### src/sv/mm4_pkg.sv
// mm4_pkg: shared types and defaults for the 4x4 matrix multiply unit
// holds the controller state type and the command/status structs
// used by mm4_ctrl, mm4_datapath and matrix_multiply_4x4_unit

package mm4_pkg;

    localparam int DATA_WIDTH_DEF = 32;
    localparam int FRAC_BITS_DEF  = 16;
    localparam int MAT_DIM        = 4;
    localparam int ROW_IDX_W      = 2;

    typedef enum logic [0:0] {
        ST_LOAD,
        ST_CALC
    } mm4_state_t;

    // controller -> datapath
    typedef struct packed {
        logic                 wr_en;
        logic [ROW_IDX_W-1:0] wr_row;
        logic                 issue;
        logic [ROW_IDX_W-1:0] issue_row;
    } mm4_cmd_t;

    // datapath -> controller
    typedef struct packed {
        logic advance;
    } mm4_status_t;

endpackage

### src/sv/mm4_ctrl.sv
// mm4_ctrl: controller for the 4x4 matrix multiply unit
// counts loaded rows, then issues the four product rows into the datapath
// depends on mm4_pkg

module mm4_ctrl (
    input  logic                clk,
    input  logic                rst_n,
    input  logic                s_tvalid,
    output logic                s_tready,
    input  mm4_pkg::mm4_status_t status,
    output mm4_pkg::mm4_cmd_t    cmd
);

    mm4_pkg::mm4_state_t                state_reg, state_next;
    logic [mm4_pkg::ROW_IDX_W-1:0]      rows_reg, rows_next;
    logic [mm4_pkg::ROW_IDX_W-1:0]      issue_cnt_reg, issue_cnt_next;

    localparam logic [mm4_pkg::ROW_IDX_W-1:0] LAST_ROW =
        mm4_pkg::ROW_IDX_W'(mm4_pkg::MAT_DIM - 1);

    always_ff @(posedge clk or negedge rst_n)
    begin
        if (!rst_n)
        begin
            state_reg     <= mm4_pkg::ST_LOAD;
            rows_reg      <= '0;
            issue_cnt_reg <= '0;
        end
        else
        begin
            state_reg     <= state_next;
            rows_reg      <= rows_next;
            issue_cnt_reg <= issue_cnt_next;
        end
    end

    always_comb
    begin
        state_next     = state_reg;
        rows_next      = rows_reg;
        issue_cnt_next = issue_cnt_reg;
        s_tready       = 1'b0;
        cmd.wr_en      = 1'b0;
        cmd.wr_row     = rows_reg;
        cmd.issue      = 1'b0;
        cmd.issue_row  = issue_cnt_reg;
        case (state_reg)
            mm4_pkg::ST_LOAD:
            begin
                s_tready  = 1'b1;
                cmd.wr_en = s_tvalid;
                if (s_tvalid)
                begin
                    rows_next = rows_reg + 1'b1;
                    if (rows_reg == LAST_ROW)
                    begin
                        issue_cnt_next = '0;
                        state_next     = mm4_pkg::ST_CALC;
                    end
                end
            end
            mm4_pkg::ST_CALC:
            begin
                // one product row enters the multipliers whenever the pipe moves
                cmd.issue = status.advance;
                if (status.advance)
                begin
                    issue_cnt_next = issue_cnt_reg + 1'b1;
                    if (issue_cnt_reg == LAST_ROW)
                        state_next = mm4_pkg::ST_LOAD;
                end
            end
            default:
            begin
                state_next = mm4_pkg::ST_LOAD;
            end
        endcase
    end

endmodule

### config.mk
export PLATFORM = sky130hd
export DESIGN_NAME = mm4_ctrl
export DESIGN_NICKNAME = d
export VERILOG_FILES = /design/src/sv/mm4_pkg.sv /design/src/sv/mm4_ctrl.sv
export SDC_FILE = /design/constraint.sdc
export NUM_CORES = 1
export LEC_CHECK = 0
export CORE_AREA = 2 2 39 41
export DETAILED_ROUTE_END_ITERATION = 7
export DIE_AREA = 0 0 41 43
export DONT_BUFFER_PORTS = 1
export GPL_TIMING_DRIVEN = 0
export PLACE_DENSITY = 0.37
export SETUP_SLACK_MARGIN = 0.1
export SLEW_MARGIN = 20
export SYNTH_ARGS = -nofsm -noshare
export SYNTH_HDL_FRONTEND = slang
export SYNTH_SLANG_ARGS = --single-unit
### constraint.sdc
create_clock -name clk -period 1 [get_ports clk]
set_input_delay 0.1 -clock clk [delete_from_list [all_inputs] [get_ports clk]]
set_output_delay 0.1 -clock clk [all_outputs]
set_load 0.02 [all_outputs]
Word-level counts from Yosys, hierarchy flattened
Cells that the tools add are included.
{"block": "op_classes", "n_mul": 0, "n_div": 0, "n_bitwise": 1, "addsub": 2, "reduce_logical": 2, "muxes": 12, "n_eq_ne": 5, "shifts": 0, "order_cmp": 0}
{"operator": "1-bit 2-to-1 mux", "n": 7}
{"operator": "2-bit 2-to-1 mux", "n": 3}
{"operator": "2-bit inequality test (second input constant)", "n": 3}
{"operator": "2-bit by 1-bit adder with 2-bit output (second input constant)", "n": 2}
{"operator": "2-bit == test (second input constant)", "n": 2}
{"operator": "2-bit one-hot mux with 2 select lines", "n": 1}
{"operator": "3-bit AND reduction", "n": 1}
{"operator": "1-bit one-hot mux with 2 select lines", "n": 1}
{"operator": "2-bit AND reduction", "n": 1}
{"operator": "1-bit NOT", "n": 1}
{"block": "word_totals", "n_memories": 0, "mem_bits_ro": 0, "inputBits": 4, "latchBits": 0, "out_inout_bits": 7, "ram_bits": 0, "register_bits": 5}

Depth between registers and ports, before layout
Gate-level depths: netlist of the first run.
{"block": "logic_depth", "word_depth": 4, "mapped_depth": 3, "depth_no_buf": 3}

Least setup slack after synthesis of the first run
OpenSTA, ideal clock, no wires.
{"block": "synth_path", "path_kind": "register to register", "from": "register rows_reg[0] in the netlist's numbering", "to": "register rows_reg[1] in the netlist's numbering", "period_less_slack_ns": 1.134, "slack_ns": -0.134, "path_buffers": 0, "stages_incl_launch_ff": 3, "arrival_ns": 1.009, "cell_sequence": "dfrtp_1 ha_1 mux2_4"}
{"block": "synth_between", "elab_chain_cells": 1}
{"element": "start, declared", "line": "mm4_ctrl.sv:15", "rtl": "logic [mm4_pkg::ROW_IDX_W-1:0] rows_reg, rows_next;"}
{"element": "start signal, assigned", "line": "mm4_ctrl.sv:32", "rtl": "rows_reg <= rows_next;"}
{"element": "2-bit by 1-bit adder with 2-bit output", "line": "mm4_ctrl.sv:54", "rtl": "rows_next = rows_reg + 1'b1;"}
Every way passes these cells.
A chain may end at the register's enable or synchronous reset.

Final worst setup path of the first run
{"block": "layout_path", "from": "register state_reg", "to": "register rows_reg[1] in the netlist's numbering"}
{"block": "layout_between", "elab_chain_cells": 2}
{"element": "start, declared", "line": "mm4_ctrl.sv:14", "rtl": "mm4_pkg::mm4_state_t state_reg, state_next;"}
{"element": "start signal, assigned", "line": "mm4_ctrl.sv:25", "rtl": "state_reg <= mm4_pkg::ST_LOAD;"}
{"element": "start signal, assigned", "line": "mm4_ctrl.sv:31", "rtl": "state_reg <= state_next;"}
{"element": "1-bit NOT"}
{"element": "2-bit AND reduction (no line)"}
Every way passes these cells.

==> results of run 1 <==
worst min path at each step:
stage                  start          endpoint  slack, ns  depth (start not counted)
floorplan              rst_n  issue_cnt_reg[0]      -0.20                          0
global placement       rst_n  issue_cnt_reg[0]      -0.20                          0
detailed placement     rst_n  issue_cnt_reg[0]      -0.20                          0
CTS                 s_tvalid  issue_cnt_reg[1]       0.05                          2
global route        s_tvalid  issue_cnt_reg[1]       0.06                          2
finish              s_tvalid  issue_cnt_reg[1]       0.05                          2
final cells by class:
type | count | area, µm²
fill | 151 | 1000
multi-input combinational | 12 | 155
sequential | 5 | 131
timing repair buffer | 5 | 42.5
clock buffer | 4 | 26.3
tap | 16 | 20.0
inverter | 1 | 6.26
cell families after synthesis:
kind of cell,Yosys count,synth area share
AOI/OAI and AO/OA,4,0.117
xor gates and xnor gates,2,0.0711
adders and majority gates,2,0.102
buffers and inverters,1,0.0152
DFF,5,0.508
muxes,2,0.102
and+or+nand+nor,2,0.0863
worst max-delay path, delay by kind of cell, from the launching register on:
kind / cells / cell delay, ns
multiplexers: 1 / 0.32
flip-flops: 1 / 0.44
AND/OR/NAND/NOR: 1 / 0.24
cells in the final DEF, fill, tap and decap left out, drive strengths merged:
| cell type | n |
|---|---|
| and2 | 1 |
| a31oi | 1 |
| inv | 1 |
| ha | 2 |
| dlygate4sd3 | 2 |
| dfrtp | 5 |
| a21oi | 1 |
| clkbuf | 4 |
| xor2 | 2 |
| buf | 3 |
| mux2 | 1 |
| a22o | 1 |
| nor2b | 1 |
| mux2i | 1 |
| o2bb2ai | 1 |
metal layers:
layer | part of all wire | vias up | wire length [µm] | track usage
met1 | 0.42 | 86 | 239 | 0.0844
met2 | 0.47 | 12 | 267 | 0.106
met3 | 0.12 | 0 | 67 | 0.0838
met5 | 0 | - | 0 | 0
met4 | 0 | 0 | 0 | 0.0400
li1 | - | 82 | - | -
power by group:
group	internal (W)	switching (W)
Sequential	0.000327	0.000273
Clock	0.000151	0.0000838
Combinational	0.000319	0.000235
what timing repair did:
action,in CTS,in global routing
setup endpoints to repair,8,8
gates cloned,0,0
setup buffers,3,0
hold endpoints to repair,6,0
pin swaps,0,1
hold buffers,2,0
resized for setup,6,0
stage by stage:
stage | util | hold WS (ns) | cells | setup slack [ns] | instance area [µm²]
after detailed placement | 0.208 | -0.195 | 34 | -0.150 | 288
after global placement | 0.208 | -0.195 | 34 | -0.150 | 288
after global routing | 0.276 | 0.0633 | 43 | -0.146 | 382
after CTS | 0.276 | 0.0481 | 43 | -0.117 | 382
final | 0.276 | 0.0537 | 43 | -0.122 | 382
after floorplan | - | -0.196 | 18 | -0.0916 | 268
==> results.sh, run 1 <==
export IMPL_cts_root_to_sink_buffers=2
export IMPL_worst_setup_path_start_kind="register"
export IMPL_count_of_mapped_cells_out_of_synthesis=18
export IMPL_finalHoldViolations=0
export IMPL_final_setup_viol_count=6
export IMPL_worst_ep_required_time_ns=1.12
export IMPL_setup_worst_path_class="reg -> reg"
export IMPL_totalPowerFinal_w=0.00139
export IMPL_gr_usage_all_layers=0.0826
export IMPL_end_kind="register"
export IMPL_clock_tree_from_tritoncts="yes"
export IMPL_yosys_warnings=0
export IMPL_place_detailed_hpwl_um=367
export IMPL_syn_area_um2=246
export IMPL_insertedDiodeCount=0
export IMPL_yosysSeqAreaShare=0.508
export IMPL_synth_lib_cells_used_distinct=12
export IMPL_drcViolationCount=0
export IMPL_regToRegSetupSlack_ns=-0.12
export IMPL_power_leakage_nw=0.157
export IMPL_finClkSkew_ns=0.00333
export IMPL_die_x_um=41
export IMPL_crit_chain="nor2b_4, mux2_4"
export IMPL_irDropWorstVdd_mv=1.29
export IMPL_max_freq_mhz=892
export IMPL_drt_antenna_violating_nets=0
export IMPL_number_of_synthesized_flops_with_an_enable_pin=0
export IMPL_io_pins=11
export IMPL_h_tree_depth=1
export IMPL_rsz0062_at_grt="yes"
export IMPL_cpPeakStageDelay_ns=0.44
export IMPL_cellPowerDensity_nw_per_um2=3640
export IMPL_layout_drive_gt1_share=0.667
export IMPL_dominantRegCellSynth="sky130_fd_sc_hd__dfrtp_1"
export IMPL_violated_checks="setup timing"
export IMPL_launch_point_of_the_worst_path="state_reg"
export IMPL_r2r_cells=2
export IMPL_max_stage_delay_cell_worst_path="sky130_fd_sc_hd__dfrtp_2"
export IMPL_period_minus_slack_ns=1.12
export IMPL_global_route_overflow_total=0
export IMPL_vias_per_cell=4.19
export IMPL_fp_dieArea_um2=1760
export IMPL_postSynth_asyncResetShare=1.00
export IMPL_tightestPinTransition_ns=0.235
export IMPL_cts_sinks=5
export IMPL_synth_net_count=24
export IMPL_area_growth_syn_to_layout_pct=54.8
export IMPL_grt_start_max_net_pins=6
export IMPL_synthesis_stage_register_bit_count=5
export IMPL_peak_fanout_along_the_critical_path=5
export IMPL_timing_slew_headroom=0.843
export IMPL_grt_antenna_before_repair=0
export IMPL_dr_total_vias=180
export IMPL_layout_nets=34
export IMPL_data_arrival_time_of_the_critical_path_ns=1.24
export IMPL_setup_worst_path_end="rows_reg[1]"
export IMPL_max_cap_violations=0
export IMPL_cts_root_buffer_cell="sky130_fd_sc_hd__clkbuf_4"
export IMPL_synthMostInstantiatedCell="sky130_fd_sc_hd__dfrtp_1"
export IMPL_synthTopCellsByArea="sky130_fd_sc_hd__dfrtp_1 51%, sky130_fd_sc_hd__ha_1 10%, sky130_fd_sc_hd__xor2_1 7.1%"
export IMPL_cts_buffers_inserted=3
export IMPL_class_of_the_tightest_hold_or_removal_check="in -> reg"
export IMPL_regToRegEndpoint="rows_reg[1]"
export IMPL_post_synth_most_frequent_cells="5 x sky130_fd_sc_hd__dfrtp_1, 2 x sky130_fd_sc_hd__ha_1, 2 x sky130_fd_sc_hd__xor2_1"
export IMPL_min_period_over_period=1.12
export IMPL_library_cell_with_the_largest_summed_area_after_synthesis="sky130_fd_sc_hd__dfrtp_1"
export IMPL_die_h_um=43
export IMPL_synthDominantCellAreaShare=0.508
export IMPL_postRouteWirelength_um=573
export IMPL_wire_length_of_the_first_global_routing_pass_um=876
export IMPL_reg2reg_start="state_reg"
export IMPL_post_route_worst_setup_slack_ns=-0.122
export IMPL_run_status="complete, but fails checks"
export IMPL_post_drt_wl_per_cell_um=13.3
export IMPL_timing_final_max_slew_violations=0
export IMPL_initial_core_util=0.178
export IMPL_gpl_final_weighted_congestion=0.587
export IMPL_clock_latency_ns=0.24
export IMPL_placement_io_buffers=0
export IMPL_setup_tns_ns=-0.312
export IMPL_cts_clk_slew_worst_paths_ns=0.04
export IMPL_dr_first_iter_drc_count=0
export IMPL_placementRows=14
export IMPL_mean_syn_cell_area_um2=13.7
export IMPL_core_area_um2=1380
export IMPL_drtPass1Iterations=1
export IMPL_number_of_global_route_vias_before_repair=198
No activity file was read; power rests on OpenSTA's default activity.
==> inputs of run 2 (changes only) <==
--- a/config.mk
+++ b/config.mk
@@ -10,7 +10,7 @@
 export DIE_AREA = 0 0 41 43
 export DONT_BUFFER_PORTS = 1
 export GPL_TIMING_DRIVEN = 0
-export PLACE_DENSITY = 0.37
+export PLACE_DENSITY = 0.39
 export SETUP_SLACK_MARGIN = 0.1
 export SLEW_MARGIN = 20
 export SYNTH_ARGS = -nofsm -noshare
==> results.sh, run 2 (synthesis gave the netlist of run 1 again) <==
export IMPL_placement_io_buffers=0
export IMPL_post_drt_wl_per_cell_um=13.3
export IMPL_end_kind="register"
export IMPL_r2r_cells=2
export IMPL_run_status="complete, but fails checks"
export IMPL_cts_sinks=5
export IMPL_grt_start_max_net_pins=6
export IMPL_max_freq_mhz=905
export IMPL_layout_commonest_cell="sky130_fd_sc_hd__dfrtp_2"
export IMPL_data_arrival_time_of_the_critical_path_ns=1.22
export IMPL_most_common_layout_cells="5 x sky130_fd_sc_hd__dfrtp_2, 3 x sky130_fd_sc_hd__clkbuf_4"
export IMPL_place_detailed_hpwl_um=368
export IMPL_finalCoreUtilization=0.269
export IMPL_class_of_the_tightest_hold_or_removal_check="in -> reg"
export IMPL_global_route_overflow_total=0
export IMPL_area_growth_syn_to_layout_pct=51.3
export IMPL_hold_depth=2
export IMPL_tightestPinTransition_ns=0.250
export IMPL_wire_length_of_the_first_global_routing_pass_um=966
export IMPL_regToRegSetupSlack_ns=-0.11
export IMPL_power_leakage_nw=0.151
export IMPL_finClkSkew_ns=0.00390
export IMPL_die_h_um=43
export IMPL_number_of_global_route_vias_before_repair=218
export IMPL_grt_antenna_before_repair=0
export IMPL_cts_root_buffer_cell="sky130_fd_sc_hd__clkbuf_4"
export IMPL_post_route_worst_setup_slack_ns=-0.105
export IMPL_postRouteWirelength_um=558
export IMPL_period_minus_slack_ns=1.11
export IMPL_cp_top_family="flip-flops"
export IMPL_totalPowerFinal_w=0.00133
export IMPL_clock_tree_from_tritoncts="yes"
export IMPL_cpPeakStageDelay_ns=0.43
export IMPL_finalHoldViolations=0
export IMPL_setup_worst_path_class="reg -> reg"
export IMPL_fp_dieArea_um2=1760
export IMPL_max_cap_violations=0
export IMPL_gpl_final_weighted_congestion=0.596
export IMPL_timing_final_max_slew_violations=0
export IMPL_drtPass1Iterations=4
export IMPL_gr_usage_all_layers=0.0838
export IMPL_peak_fanout_along_the_critical_path=3
export IMPL_cp_num_cells=2
export IMPL_placementRows=14
export IMPL_timing_slew_headroom=0.833
export IMPL_crit_chain="nor2b_4, mux2_4"
export IMPL_cts_root_to_sink_buffers=2
export IMPL_h_tree_depth=1
export IMPL_initial_core_util=0.178
export IMPL_dr_first_iter_drc_count=3
export IMPL_worst_ep_required_time_ns=1.12
export IMPL_irDropWorstVdd_mv=1.67
export IMPL_drt_antenna_violating_nets=0
export IMPL_dpl_cell_area_um2=288
export IMPL_final_setup_viol_count=7
export IMPL_io_pins=11
export IMPL_insertedDiodeCount=0
export IMPL_cts_buffers_inserted=3
export IMPL_core_area_um2=1380
export IMPL_fill_cells=146
export IMPL_clock_latency_ns=0.24
export IMPL_die_x_um=41
export IMPL_rsz0062_at_grt="yes"
export IMPL_layout_drive_gt1_share=0.654
export IMPL_cts_clk_slew_worst_paths_ns=0.04
export IMPL_critPathBufInv=0
export IMPL_min_period_over_period=1.11
export IMPL_finalInstanceArea_um2=373
export IMPL_placement_setup_worst_slack_ns=-0.142
export IMPL_violated_checks="setup timing"
export IMPL_drcViolationCount=0
export IMPL_layout_nets=33
export IMPL_worst_setup_path_start_kind="register"
export IMPL_max_stage_delay_cell_worst_path="sky130_fd_sc_hd__dfrtp_2"
export IMPL_cellPowerDensity_nw_per_um2=3570
export IMPL_vias_per_cell=4.02
export IMPL_worst_hold_slack_ns=0.0559
export IMPL_dr_total_vias=169
[run 2: changes by cell type in the layout (fill, tap and decap cells not counted), sizes merged]
cell	previous run	this run
buf	3	2
[run 2: per-layer routing]
| metal | global-route usage | up-vias | share of wire |
|---|---|---|---|
| met2 | 0.109 | 10 | 0.42 |
| li1 | - | 80 | - |
| met3 | 0.0838 | 0 | 0.13 |
| met4 | 0.0200 | 0 | 0 |
| met1 | 0.0951 | 79 | 0.45 |
| met5 | 0 | - | 0 |
[run 2: cell type report]
class / count / area, µm² / share of cell area
Inverter: 1 / 6.26 / 0.0168
Multi-Input combinational cell: 12 / 154 / 0.413
Timing Repair Buffer: 4 / 35.0 / 0.0940
Clock buffer: 4 / 26.3 / 0.0705
Tap cell: 16 / 20.0 / 0.0537
Sequential cell: 5 / 131 / 0.352
[run 2: worst register-to-register path, delay by kind of cell (launching register included)]
kind	cells	cell delay, ns
multiplexers	1	0.32
AND/OR/NAND/NOR	1	0.23
flip-flops	1	0.43
[run 2: stage by stage]
step                cells  setup TNS, ns
floorplan              18         -0.140
global route           42         -0.645
CTS                    42         -0.310
detailed placement     34         -0.271
global placement       34         -0.282
finish                 42         -0.349
[run 2: power breakdown]
group / internal, W / switching [W]
sequential: 0.000327 / 0.000263
combinational: 0.000280 / 0.000231
clock: 0.000151 / 0.0000789
total: 0.000758 / 0.000572
[run 2: path summary, 6_finish.rpt]
path                             startpoint                to
worst max-delay path              state_reg       rows_reg[1]
worst min-delay path               s_tvalid  issue_cnt_reg[1]
worst max register to register    state_reg       rows_reg[1]
worst min register to register  rows_reg[0]       rows_reg[0]
max in group asynchronous             rst_n       rows_reg[1]
min in group asynchronous             rst_n  issue_cnt_reg[1]
[run 2: repair_timing]
item                                   4_1_cts  5_1_grt
pin swaps                                    0        1
hold buffers                                 2        0
buffers inserted                             2        0
setup endpoints to repair                    8        8
endpoints found under the hold margin        6        0
resized for setup                            5        0
==> inputs of run 3 (changes only) <==
--- a/config.mk
+++ b/config.mk
@@ -5,12 +5,14 @@
 export SDC_FILE = /design/constraint.sdc
 export NUM_CORES = 1
 export LEC_CHECK = 0
+export BUFFER_PORTS_ARGS = -buffer_cell sky130_fd_sc_hd__buf_2
+export CELL_PAD_IN_SITES_DETAIL_PLACEMENT = 1
+export CELL_PAD_IN_SITES_GLOBAL_PLACEMENT = 2
 export CORE_AREA = 2 2 39 41
 export DETAILED_ROUTE_END_ITERATION = 7
 export DIE_AREA = 0 0 41 43
-export DONT_BUFFER_PORTS = 1
 export GPL_TIMING_DRIVEN = 0
-export PLACE_DENSITY = 0.39
+export PLACE_DENSITY = 0.63
 export SETUP_SLACK_MARGIN = 0.1
 export SLEW_MARGIN = 20
 export SYNTH_ARGS = -nofsm -noshare
==> results.sh, run 3 (synthesis gave the netlist of run 1 again) <==
export IMPL_cts_root_to_sink_buffers=2
export IMPL_min_period_over_period=1.07
export IMPL_regArea_um2=131
export IMPL_cts_root_buffer_cell="sky130_fd_sc_hd__clkbuf_4"
export IMPL_peak_fanout_along_the_critical_path=4
export IMPL_cts_clk_slew_worst_paths_ns=0.04
export IMPL_drcViolationCount=0
export IMPL_timing_slew_headroom=0.918
export IMPL_regToRegSetupSlack_ns=-0.03
export IMPL_violated_checks="setup timing"
export IMPL_run_status="complete, but fails checks"
export IMPL_cts_buffers_inserted=3
export IMPL_postRouteWirelength_um=584
export IMPL_dr_total_vias=208
export IMPL_final_setup_viol_count=5
export IMPL_class_of_the_tightest_hold_or_removal_check="in -> reg"
export IMPL_initial_core_util=0.178
export IMPL_most_common_layout_cells="7 x sky130_fd_sc_hd__buf_6, 5 x sky130_fd_sc_hd__dfrtp_2, 4 x sky130_fd_sc_hd__buf_4"
export IMPL_drtPass1Iterations=1
export IMPL_reg2reg_start="rows_reg[1]"
export IMPL_gpl_final_weighted_congestion=0.559
export IMPL_layout_commonest_cell="sky130_fd_sc_hd__buf_6"
export IMPL_clock_tree_from_tritoncts="yes"
export IMPL_place_detailed_hpwl_um=410
export IMPL_hold_start="status"
export IMPL_fp_dieArea_um2=1760
export IMPL_setup_tns_ns=-0.157
export IMPL_tightestPinTransition_ns=0.120
export IMPL_wire_length_of_the_first_global_routing_pass_um=924
export IMPL_hold_depth=2
export IMPL_layout_nets=44
export IMPL_die_h_um=43
export IMPL_crit_chain="nor2b_4, buf_6"
export IMPL_number_of_global_route_vias_before_repair=218
export IMPL_timing_final_max_slew_violations=0
export IMPL_vias_per_cell=3.92
export IMPL_core_area_um2=1380
export IMPL_max_freq_mhz=938
export IMPL_placement_io_buffers=10
export IMPL_finClkSkew_ns=0.00145
export IMPL_finalHoldViolations=0
export IMPL_fill_cells=153
export IMPL_cellPowerDensity_nw_per_um2=3430
export IMPL_worst_ep_required_time_ns=0.90
export IMPL_rsz0062_at_grt="yes"
export IMPL_setup_worst_path_class="reg -> out"
export IMPL_placement_setup_worst_slack_ns=-0.0489
export IMPL_layout_drive_gt1_share=0.757
export IMPL_critPathBufInv=1
export IMPL_global_route_overflow_total=0
export IMPL_worst_setup_path_start_kind="register"
export IMPL_clock_latency_ns=0.23
export IMPL_h_tree_depth=1
export IMPL_post_drt_wl_per_cell_um=11.0
export IMPL_drt_antenna_violating_nets=0
export IMPL_grt_start_max_net_pins=6
export IMPL_irDropWorstVdd_mv=1.03
export IMPL_end_kind="primary output"
export IMPL_period_minus_slack_ns=1.07
export IMPL_dr_first_iter_drc_count=0
export IMPL_cpPeakStageDelay_ns=0.44
export IMPL_r2r_cells=2
export IMPL_area_growth_syn_to_layout_pct=90.9
export IMPL_multi_input_logic_area_um2=155
export IMPL_placementRows=14
export IMPL_die_x_um=41
export IMPL_data_arrival_time_of_the_critical_path_ns=0.97
export IMPL_power_leakage_nw=0.215
export IMPL_post_route_worst_setup_slack_ns=-0.0657
export IMPL_cts_sinks=5
export IMPL_whs_endpoint="state_reg"
export IMPL_cp_top_family="flip-flops"
export IMPL_regToRegEndpoint="rows_reg[1]"
export IMPL_max_cap_violations=0
export IMPL_grt_antenna_before_repair=0
export IMPL_io_pins=11
export IMPL_max_stage_delay_cell_worst_path="sky130_fd_sc_hd__dfrtp_2"
export IMPL_insertedDiodeCount=0
export IMPL_gr_usage_all_layers=0.0835
[run 3: cell count changes in the layout (fill, tap and decap cells not counted)]
cell | before | now
sky130_fd_sc_hd__dlygate4sd3_1 | 2 | 1
sky130_fd_sc_hd__and2_2 | 1 | 0
sky130_fd_sc_hd__inv_4 | 1 | 0
sky130_fd_sc_hd__and2_4 | 0 | 1
sky130_fd_sc_hd__buf_4 | 2 | 4
sky130_fd_sc_hd__buf_2 | 0 | 3
sky130_fd_sc_hd__buf_6 | 0 | 7
sky130_fd_sc_hd__inv_1 | 0 | 1
[run 3: power by group]
group / switching [W] / internal (W) / total [W]
clock: 0.0000765 / 0.000150 / 0.000227
sequential: 0.000167 / 0.000328 / 0.000494
combinational: 0.000377 / 0.000518 / 0.000895
total: 0.000620 / 0.000996 / 0.00162
[run 3: what timing repair did]
item | CTS | global route
hold buffers | 1 | 0
resized for setup | 17 | 1
endpoints found under the hold margin | 5 | 0
buffers inserted | 3 | 1
setup endpoints to repair | 11 | 12
[run 3: per-stage QoR]
stage               hold WS, ns  power [W]  instance area [µm²]  instances  utilization
floorplan                -0.196   0.000876                  268         18            -
global placement        -0.0807    0.00104                  338         44        0.244
detailed placement      -0.0747    0.00107                  338         44        0.244
CTS                       0.123    0.00162                  459         52        0.332
global route              0.136    0.00176                  470         53        0.340
finish                    0.131    0.00162                  470         53        0.340
[run 3: routing by layer]
metal	vias up	wire length, µm	track usage	share of wire
li1	102	-	-	-
met1	95	274	0.117	0.47
met2	11	247	0.100	0.42
met3	0	62	0.0314	0.11
met4	0	0	0.0600	0
met5	-	0	0	0
[run 3: area by class of cell]
type                       instances  share of cell area
sequential                         5               0.279
clock buffer                       4              0.0559
multi-input combinational         12               0.330
timing repair buffer              15               0.285
inverter                           1             0.00798
tap                               16              0.0426
[run 3: worst reg2reg max path, stage by stage, from the launching register on]
cell	delay (ns)
sky130_fd_sc_hd__dfrtp_2	0.43
sky130_fd_sc_hd__ha_4	0.24
sky130_fd_sc_hd__mux2_4	0.25
[run 3: worst max path at each step]
stage,from,end,slack [ns],cells after the start
2_1_floorplan,state_reg,rows_reg[1],-0.09,2
4_1_cts,state_reg,cmd[5],-0.07,2
3_5_place_dp,state_reg,rows_reg[1],-0.05,2
5_1_grt,state_reg,cmd[5],-0.11,2
3_3_place_gp,state_reg,rows_reg[1],-0.04,2
6_report,state_reg,cmd[5],-0.07,2
